## src/hw/rtl/idwtpc_pkg.sv

```systemverilog
// ----------------------------------------------------------------------------
// idwtpc_pkg
// Shared constants, codes and types of the grid position correction block.
// ----------------------------------------------------------------------------
package idwtpc_pkg;

  localparam int GRID_COLS = 32;
  localparam int GRID_ROWS = 32;
  localparam int COL_W     = 5;
  localparam int ROW_W     = 5;
  localparam int ADDR_W    = COL_W + ROW_W;
  localparam int DEPTH     = GRID_COLS * GRID_ROWS;

  localparam int POS_W   = 24;
  localparam int CW_W    = 23;
  localparam int CELL_W  = 26;
  localparam int SQ_W    = 50;
  localparam int DIST_W  = 51;
  localparam int REM_W   = 52;
  localparam int QUO_W   = 32;
  localparam int NUM_W   = 24;
  localparam int CNT_W   = 6;
  localparam int WGT_W   = 33;
  localparam int WSUM_W  = 35;
  localparam int ACC_W   = 59;
  localparam int MUL_W   = 34;
  localparam int PROD_W  = 68;
  localparam int DATA_W  = 2 * POS_W;
  localparam int CFG_IDX_W = 2;

  localparam logic [CFG_IDX_W-1:0] REG_GRID_MIN   = 2'd0;
  localparam logic [CFG_IDX_W-1:0] REG_GRID_MAX   = 2'd1;
  localparam logic [CFG_IDX_W-1:0] REG_CELL_WIDTH = 2'd2;

  localparam logic OP_LOAD    = 1'b0;
  localparam logic OP_CORRECT = 1'b1;

  localparam logic signed [POS_W-1:0] GRID_MIN_RST   = -24'sd524288;
  localparam logic signed [POS_W-1:0] GRID_MAX_RST   = 24'sd524288;
  localparam logic [CW_W-1:0]         CELL_WIDTH_RST = 23'd32768;

  localparam logic [CNT_W-1:0] ITERS_POS   = 6'd24;
  localparam logic [CNT_W-1:0] ITERS_RATIO = 6'd32;
  localparam logic [WGT_W-1:0] WGT_ONE     = 33'h1_0000_0000;

  typedef enum logic [3:0] {
    S_IDLE, S_RANGE, S_DIVX, S_DIVY, S_SQ, S_DSUM, S_READ, S_WSTART,
    S_WDIV, S_WSQ, S_WSQR, S_MX, S_MY, S_MYR, S_QX, S_QY_OUT
  } state_t;

  typedef struct packed {
    logic             start;
    logic [CNT_W-1:0] iters;
  } div_ctl_t;

  typedef struct packed {
    logic busy;
    logic done;
  } div_sts_t;

endpackage

```

## src/hw/rtl/idwtpc_divider.sv

```systemverilog
// ----------------------------------------------------------------------------
// idwtpc_divider
// Shared restoring divider, one quotient bit per cycle.
// ----------------------------------------------------------------------------
module idwtpc_divider (
  input  logic                              clk,
  input  logic                              rst_n,
  input  idwtpc_pkg::div_ctl_t              ctl,
  input  logic [idwtpc_pkg::REM_W-1:0]      r_init,
  input  logic [idwtpc_pkg::DIST_W-1:0]     den,
  input  logic [idwtpc_pkg::NUM_W-1:0]      num_init,
  output idwtpc_pkg::div_sts_t              sts,
  output logic [idwtpc_pkg::QUO_W-1:0]      quo,
  output logic [idwtpc_pkg::REM_W-1:0]      rem
);

  logic [idwtpc_pkg::REM_W-1:0]  rem_r;
  logic [idwtpc_pkg::DIST_W-1:0] den_r;
  logic [idwtpc_pkg::NUM_W-1:0]  num_r;
  logic [idwtpc_pkg::QUO_W-1:0]  quo_r;
  logic [idwtpc_pkg::CNT_W-1:0]  cnt_r;
  logic                          busy_r;
  logic                          done_r;
  logic [idwtpc_pkg::REM_W-1:0]  trial;
  logic                          fits;

  assign trial = {rem_r[idwtpc_pkg::REM_W-2:0], num_r[idwtpc_pkg::NUM_W-1]};
  assign fits  = trial >= {1'b0, den_r};

  always_ff @(posedge clk) begin
    if (!rst_n) begin
      busy_r <= 1'b0;
      done_r <= 1'b0;
      cnt_r  <= '0;
    end else if (ctl.start) begin
      busy_r <= 1'b1;
      done_r <= 1'b0;
      cnt_r  <= ctl.iters;
    end else if (busy_r) begin
      cnt_r  <= cnt_r - 1'b1;
      busy_r <= (cnt_r != 6'd1);
      done_r <= (cnt_r == 6'd1);
    end else begin
      done_r <= 1'b0;
    end
  end

  always_ff @(posedge clk) begin
    if (ctl.start) begin
      rem_r <= r_init;
      den_r <= den;
      num_r <= num_init;
      quo_r <= '0;
    end else if (busy_r) begin
      rem_r <= fits ? (trial - {1'b0, den_r}) : trial;
      num_r <= {num_r[idwtpc_pkg::NUM_W-2:0], 1'b0};
      quo_r <= {quo_r[idwtpc_pkg::QUO_W-2:0], fits};
    end
  end

  assign sts.busy = busy_r;
  assign sts.done = done_r;
  assign quo      = quo_r;
  assign rem      = rem_r;

endmodule

```

## config.mk

```make
export PLATFORM = sky130hd
export DESIGN_NAME = idwtpc_divider
export DESIGN_NICKNAME = d
export VERILOG_FILES = /design/src/hw/rtl/idwtpc_pkg.sv /design/src/hw/rtl/idwtpc_divider.sv
export SDC_FILE = /design/constraint.sdc
export NUM_CORES = 1
export LEC_CHECK = 0
export ABC_AREA = 0
export BUFFER_PORTS_ARGS = -buffer_cell sky130_fd_sc_hd__buf_2
export CAP_MARGIN = 20
export CORE_UTILIZATION = 41
export DETAILED_ROUTE_END_ITERATION = 10
export SKIP_CTS_REPAIR_TIMING = 1
export SLEW_MARGIN = 10
export SYNTH_ARGS = -nofsm -noshare
export SYNTH_HDL_FRONTEND = slang
export SYNTH_SLANG_ARGS = --single-unit
```

## constraint.sdc

```tcl
create_clock -name clk -period 3.75 [get_ports clk]
set_input_delay 0.5625 -clock clk [delete_from_list [all_inputs] [get_ports clk]]
set_output_delay 0.5625 -clock clk [all_outputs]
set_load 0.03 [all_outputs]
```

Word level (Yosys, flattened, before mapping)
Cells that the tools add are included.

operators by class
  add/sub/neg operators = 2
  magnitude comparators = 1
  equal/unequal tests = 2
  muxes and demuxes = 9
  bitwise operators = 2
  reductions and logical operators = 2

operators with widths
  cell                                                   number
  two-way mux 52 bit                                     3
  greater-or-equal comparator 52 x 51 -> 1 bit           1
  subtractor 52 x 51 -> 52 bit                           1
  two-way mux 24 bit                                     2
  two-way mux 6 bit                                      2
  == test 6 x 1 -> 1 bit, second input constant          1
  inequality test 6 x 1 -> 1 bit, second input constant  1
  subtractor 6 x 1 -> 6 bit, second input constant       1
  OR reduction 3 bit                                     1
  two-way mux 1 bit                                      2
  inverter 1 bit                                         2
  nonzero test 2 bit                                     1

word-level totals
  register bits = 167
  output and inout bits = 86
  word-level logic and storage cells = 25

Longest topological paths before layout
  word-level depth = 4
  depth in mapped cells = 15
  mapped depth without buffers = 13

Worst setup path before layout
OpenSTA, ideal clock, no wires.

  path type = register to register
  from = register rem_r (netlist bit rem[31])
  to = register rem_r (netlist bit rem[12]) (data pin)
  library setup time = 260 ps
  arrival = 3038 ps
  required time = 3490 ps
  slack = 452 ps
  cell stages (with the launch flop) = 14
  buffers on the path = 2
  clock period less this slack = 3298 ps
  path through = edfxtp_1 > ha_1 > buf_4 > nand4_1 > or2_1 > or3_1 > nor3_2 > and3b_1 > nor4b_2 > o21ai_2 > and2_4 > buf_8 > mux2_1 > mux2_2

on the way
  word-level cells in the longest chain between the ends = 4

ends and longest elaborated chain
  element                                       line                  text
  from (decl)                                   idwtpc_divider.sv:17  logic [idwtpc_pkg::REM_W-1:0] rem_r;
  from (signal assigned)                        idwtpc_divider.sv:50  rem_r <= r_init;
  from (signal assigned)                        idwtpc_divider.sv:55  rem_r <= fits ? (trial - {1'b0, den_r}) : trial;
  greater-or-equal comparator 52 x 51 -> 1 bit  idwtpc_divider.sv:28  assign fits = trial >= {1'b0, den_r};
  two-way mux 52 bit                            idwtpc_divider.sv:55
  two-way mux 52 bit                            idwtpc_divider.sv:54  end else if (busy_r) begin
  two-way mux 52 bit                            idwtpc_divider.sv:49  if (ctl.start) begin

No other way between the ends. The select of a mux whose other input is x is not followed.
A chain may end at the register's enable or synchronous reset.

Final worst setup path
  from = register den_r[0] in the netlist's numbering
  to = register rem_r (netlist bit rem[4]) (data pin)

on the way
  word-level cells in the longest chain between the ends = 4

ends and longest elaborated chain
  element                                                                                              line                                        text
  from (decl)                                                                                          idwtpc_divider.sv:18                        logic [idwtpc_pkg::DIST_W-1:0] den_r;
  from (signal assigned)                                                                               idwtpc_divider.sv:51                        den_r <= den;
  subtractor 52 x 51 -> 52 bit / greater-or-equal comparator 52 x 51 -> 1 bit (equally long branches)  idwtpc_divider.sv:55, idwtpc_divider.sv:28
  two-way mux 52 bit *                                                                                 idwtpc_divider.sv:55
  two-way mux 52 bit *                                                                                 idwtpc_divider.sv:54
  two-way mux 52 bit *                                                                                 idwtpc_divider.sv:49

Every way passes the cells marked *; elsewhere a longest branch is shown, timed or not. The select of a mux whose other input is x is not followed.

==> impl_metrics.ini <==
[power]
p_sw_share_pct = 42.98
p_comb_share_pct = 49.3
clock_power_share_pct = 21.1
switching_power_mw = 3.777
intPower_mw = 5.011
powerDensity_nw_per_um2 = 722.0
irDropWorstVdd_v = 0.0003292
total_power_mw = 8.787
total_leakage_power_nw = 5.403
seq_power_share_pct = 29.5

[floorplan]
rows = 57
die_y_um = 159.2
die_width_um = 159.2
die_area_sq_um = 25340
initial_core_util_pct = 41.77
core_area_sq_um = 24250
io_pins = 222

[sta]
fin_crit_ns = 3.519
setup_tns_ns = 0
final.period_utilization_pct = 93.83
relSlewSlack_pct = 42.34
rsz0062_at_grt = false
hold_viol = 0
slew_viol_final = 0
setup-violations-final = 0
fin_worst_skew_ns = 0.01772
tightest_slew_ns = 0.8649
fmax_ghz = 0.2842

[clock_network]
cts_root_buf = clkbuf_16
cts_sinks = 167
cts_max_level = 4
cts_tree = built
clk_latency_ns = 0.45
cts.clk_slew.worst_paths_ns = 0.09
numCtsBuffers = 17
cts_buffer_depth = 2

[placement]
placed_cell_area_sq_um = 11530
gp_congestion = 0.9165
io_buffers = 221
dp_hpwl_um = 19090

[detailed_routing]
via_per_inst = 5.308
routed_wl_um = 25900
wire_per_inst_um = 16.89
detail-route-antenna-nets = 0
drt_iter0_markers = 482
vias = 8142
first_pass_iters = 5
drc = 0

[global_routing]
antenna_found_initial = 4
grt_overflow = 0
grt_pass1_wl_um = 40850
track_usage_pct = 20.38
first_global_vias = 7975
grt_max_degree = 74

[final_layout]
layout.nets = 1385
fillers = 2365
syn_to_final_growth_pct = 20.16
postLayoutCellArea_sq_um = 12170
drive_gt1_share_pct = 27.40

[synth]
synthesis.nets = 1177
synth_area_sq_um = 10130
synth_top_area_share_pct = 37.65
ys_seq_area_share_pct = 45.56
synth_most_common_cell = edfxtp_1
synth_warnings = 0
async_reset_ff_share_pct = 0
syn_avg_cell_area_sq_um = 10.26
synthAdderAreaFrac_pct = 6.745
synth_simple_gate_area_share_pct = 12.07
synth_top_family_by_area = compound AO/OA/AOI/OAI gates
synth_enable_flop_cells = 127
synth.area.mux_share_pct = 10.66
syn_inst = 987
ys_types = 78
synth_compound_area_share_pct = 15.60
synth_common_cells = edfxtp_1 (127), nand2_1 (91), inv_1 (70)
yosys.area_share.xor_xnor_pct = 4.151
synth_area_leaders = edfxtp_1 (38%), dfxtp_1 (7.9%), ha_1 (6.5%)
ys_seq_elements = 167
synth.largest_area_cell = edfxtp_1
ys.flop_type = edfxtp_1

[status]
outcome = completed

[worst_setup_path]
crit_type = flip-flop to flip-flop
arrival_ns = 3.72
cp-start-kind = flip-flop
required_ns = 3.95
cp-end-kind = flip-flop
path_max_fanout = 14

[job]
cap_violations = 0

[worst_hold_path]
hold_path.class = input pin to flip-flop
==> layout make-up <==
cell class	instances	area (sq um)	share of cell area, %
multi-input cells	700	4996	41.05
flip-flops and latches	167	4616	37.93
repair buffers	238	1255	10.31
clock buffers	17	425.4	3.495
well taps	324	405.4	3.331
inverters	71	266.5	2.190
clock inverters	15	201.4	1.655
diodes	2	5.005	0.04112
==> worst max-delay path, cell delays in order, from the launching register on <==
cell	delay, ns
edfxtp_1	0.38
ha_1	0.26
fa_1	0.43
nor2b_1	0.18
o21bai_1	0.10
a21oi_1	0.19
nor2b_1	0.12
o211ai_2	0.22
a31oi_1	0.14
o21ai_2	0.24
and2_4	0.39
mux2_2	0.37
mux2_2	0.26
==> path summary, 6_finish.rpt <==
path	start	endpoint	slack (ns)	cells past startpoint
max	den_r[0]$_DFFE_PP_	rem[4]$_DFFE_PP_	0.23	12
min	den[32]	den_r[32]$_DFFE_PP_	0.28	1
max reg2reg	den_r[0]$_DFFE_PP_	rem[4]$_DFFE_PP_	0.23	12
min reg2reg	quo[0]$_SDFFE_PP0P_	quo[0]$_SDFFE_PP0P_	0.50	2
==> registers in the layout, summed over array words and instances (netlist names) <==
name	count
quo	32
den_r	51
num_r	24
rem	52
busy_r	1
done_r	1
cnt_r	6
==> power groups by stage <==
stage / registers [mW] / clock network (mW) / logic [mW]
floorplan: 3.01 / 0 / 2.87
global placement: 2.63 / 0 / 4.27
detailed placement: 2.64 / 0 / 4.29
CTS: 2.60 / 1.90 / 4.31
global route: 2.64 / 1.96 / 4.75
finish: 2.60 / 1.86 / 4.34
==> cell families (layout without fill, tap and decap cells) <==
group,count (synthesis),after routing
and+or+nand+nor,252,253
AOI/OAI and AO/OA,242,242
DFF,167,167
buffers and inverters,121,341
muxes,103,103
adders and majority gates,54,54
xor gates and xnor gates,48,48
other,0,2
==> cell usage in the layout, fill, tap and decap left out, types with 3 or more instances in the layout <==
cell type / Yosys / final
inv_1: 70 / 70
o31a_1: 4 / 4
nand2b_1: 7 / 7
edfxtp_1: 127 / 127
nand2_1: 91 / 91
clkbuf_16: 0 / 17
mux2_2: 34 / 34
and3_1: 3 / 3
or3_1: 7 / 7
nand3_1: 10 / 10
inv_6: 0 / 3
nor4_1: 5 / 5
a21oi_1: 67 / 67
nor3_1: 11 / 11
inv_12: 0 / 4
nor4b_1: 3 / 3
mux2i_1: 64 / 64
o21ai_1: 37 / 37
a31oi_1: 7 / 7
dfxtp_1: 40 / 39
mux2_1: 5 / 5
xor2_1: 19 / 19
a211oi_1: 4 / 4
nand4_1: 21 / 21
a21o_1: 24 / 24
nor2_1: 59 / 59
buf_4: 9 / 16
buf_2: 5 / 220
o31ai_1: 6 / 6
o21ai_0: 35 / 35
o21a_1: 4 / 4
nand3b_1: 6 / 6
nor2b_1: 7 / 7
xnor2_1: 29 / 29
clkinv_8: 0 / 5
o21bai_1: 15 / 15
a21oi_2: 3 / 3
o211ai_1: 5 / 5
and2_1: 9 / 9
ha_1: 53 / 53
==> routing by layer <==
layer	up-vias	GRT usage (%)	share of wire, %
li1	4008	-	-
met1	3840	25.76	44
met2	254	32.93	46
met3	36	6.642	7.5
met4	4	6.600	1.9
met5	-	0	0.089
==> stage by stage <==
step	hold WS (ns)	setup WS, ns	util (%)	std cells
finish	0.2831	0.2313	50.19	1534
global route	0.2674	0.02837	50.17	1532
CTS	0.2701	0.1867	50.14	1531
detailed placement	0.4844	0.1934	47.55	1499
global placement	0.4794	0.2618	47.55	1499
floorplan	0.5225	0.4519	-	987
No activity file was read; power rests on OpenSTA's default activity.
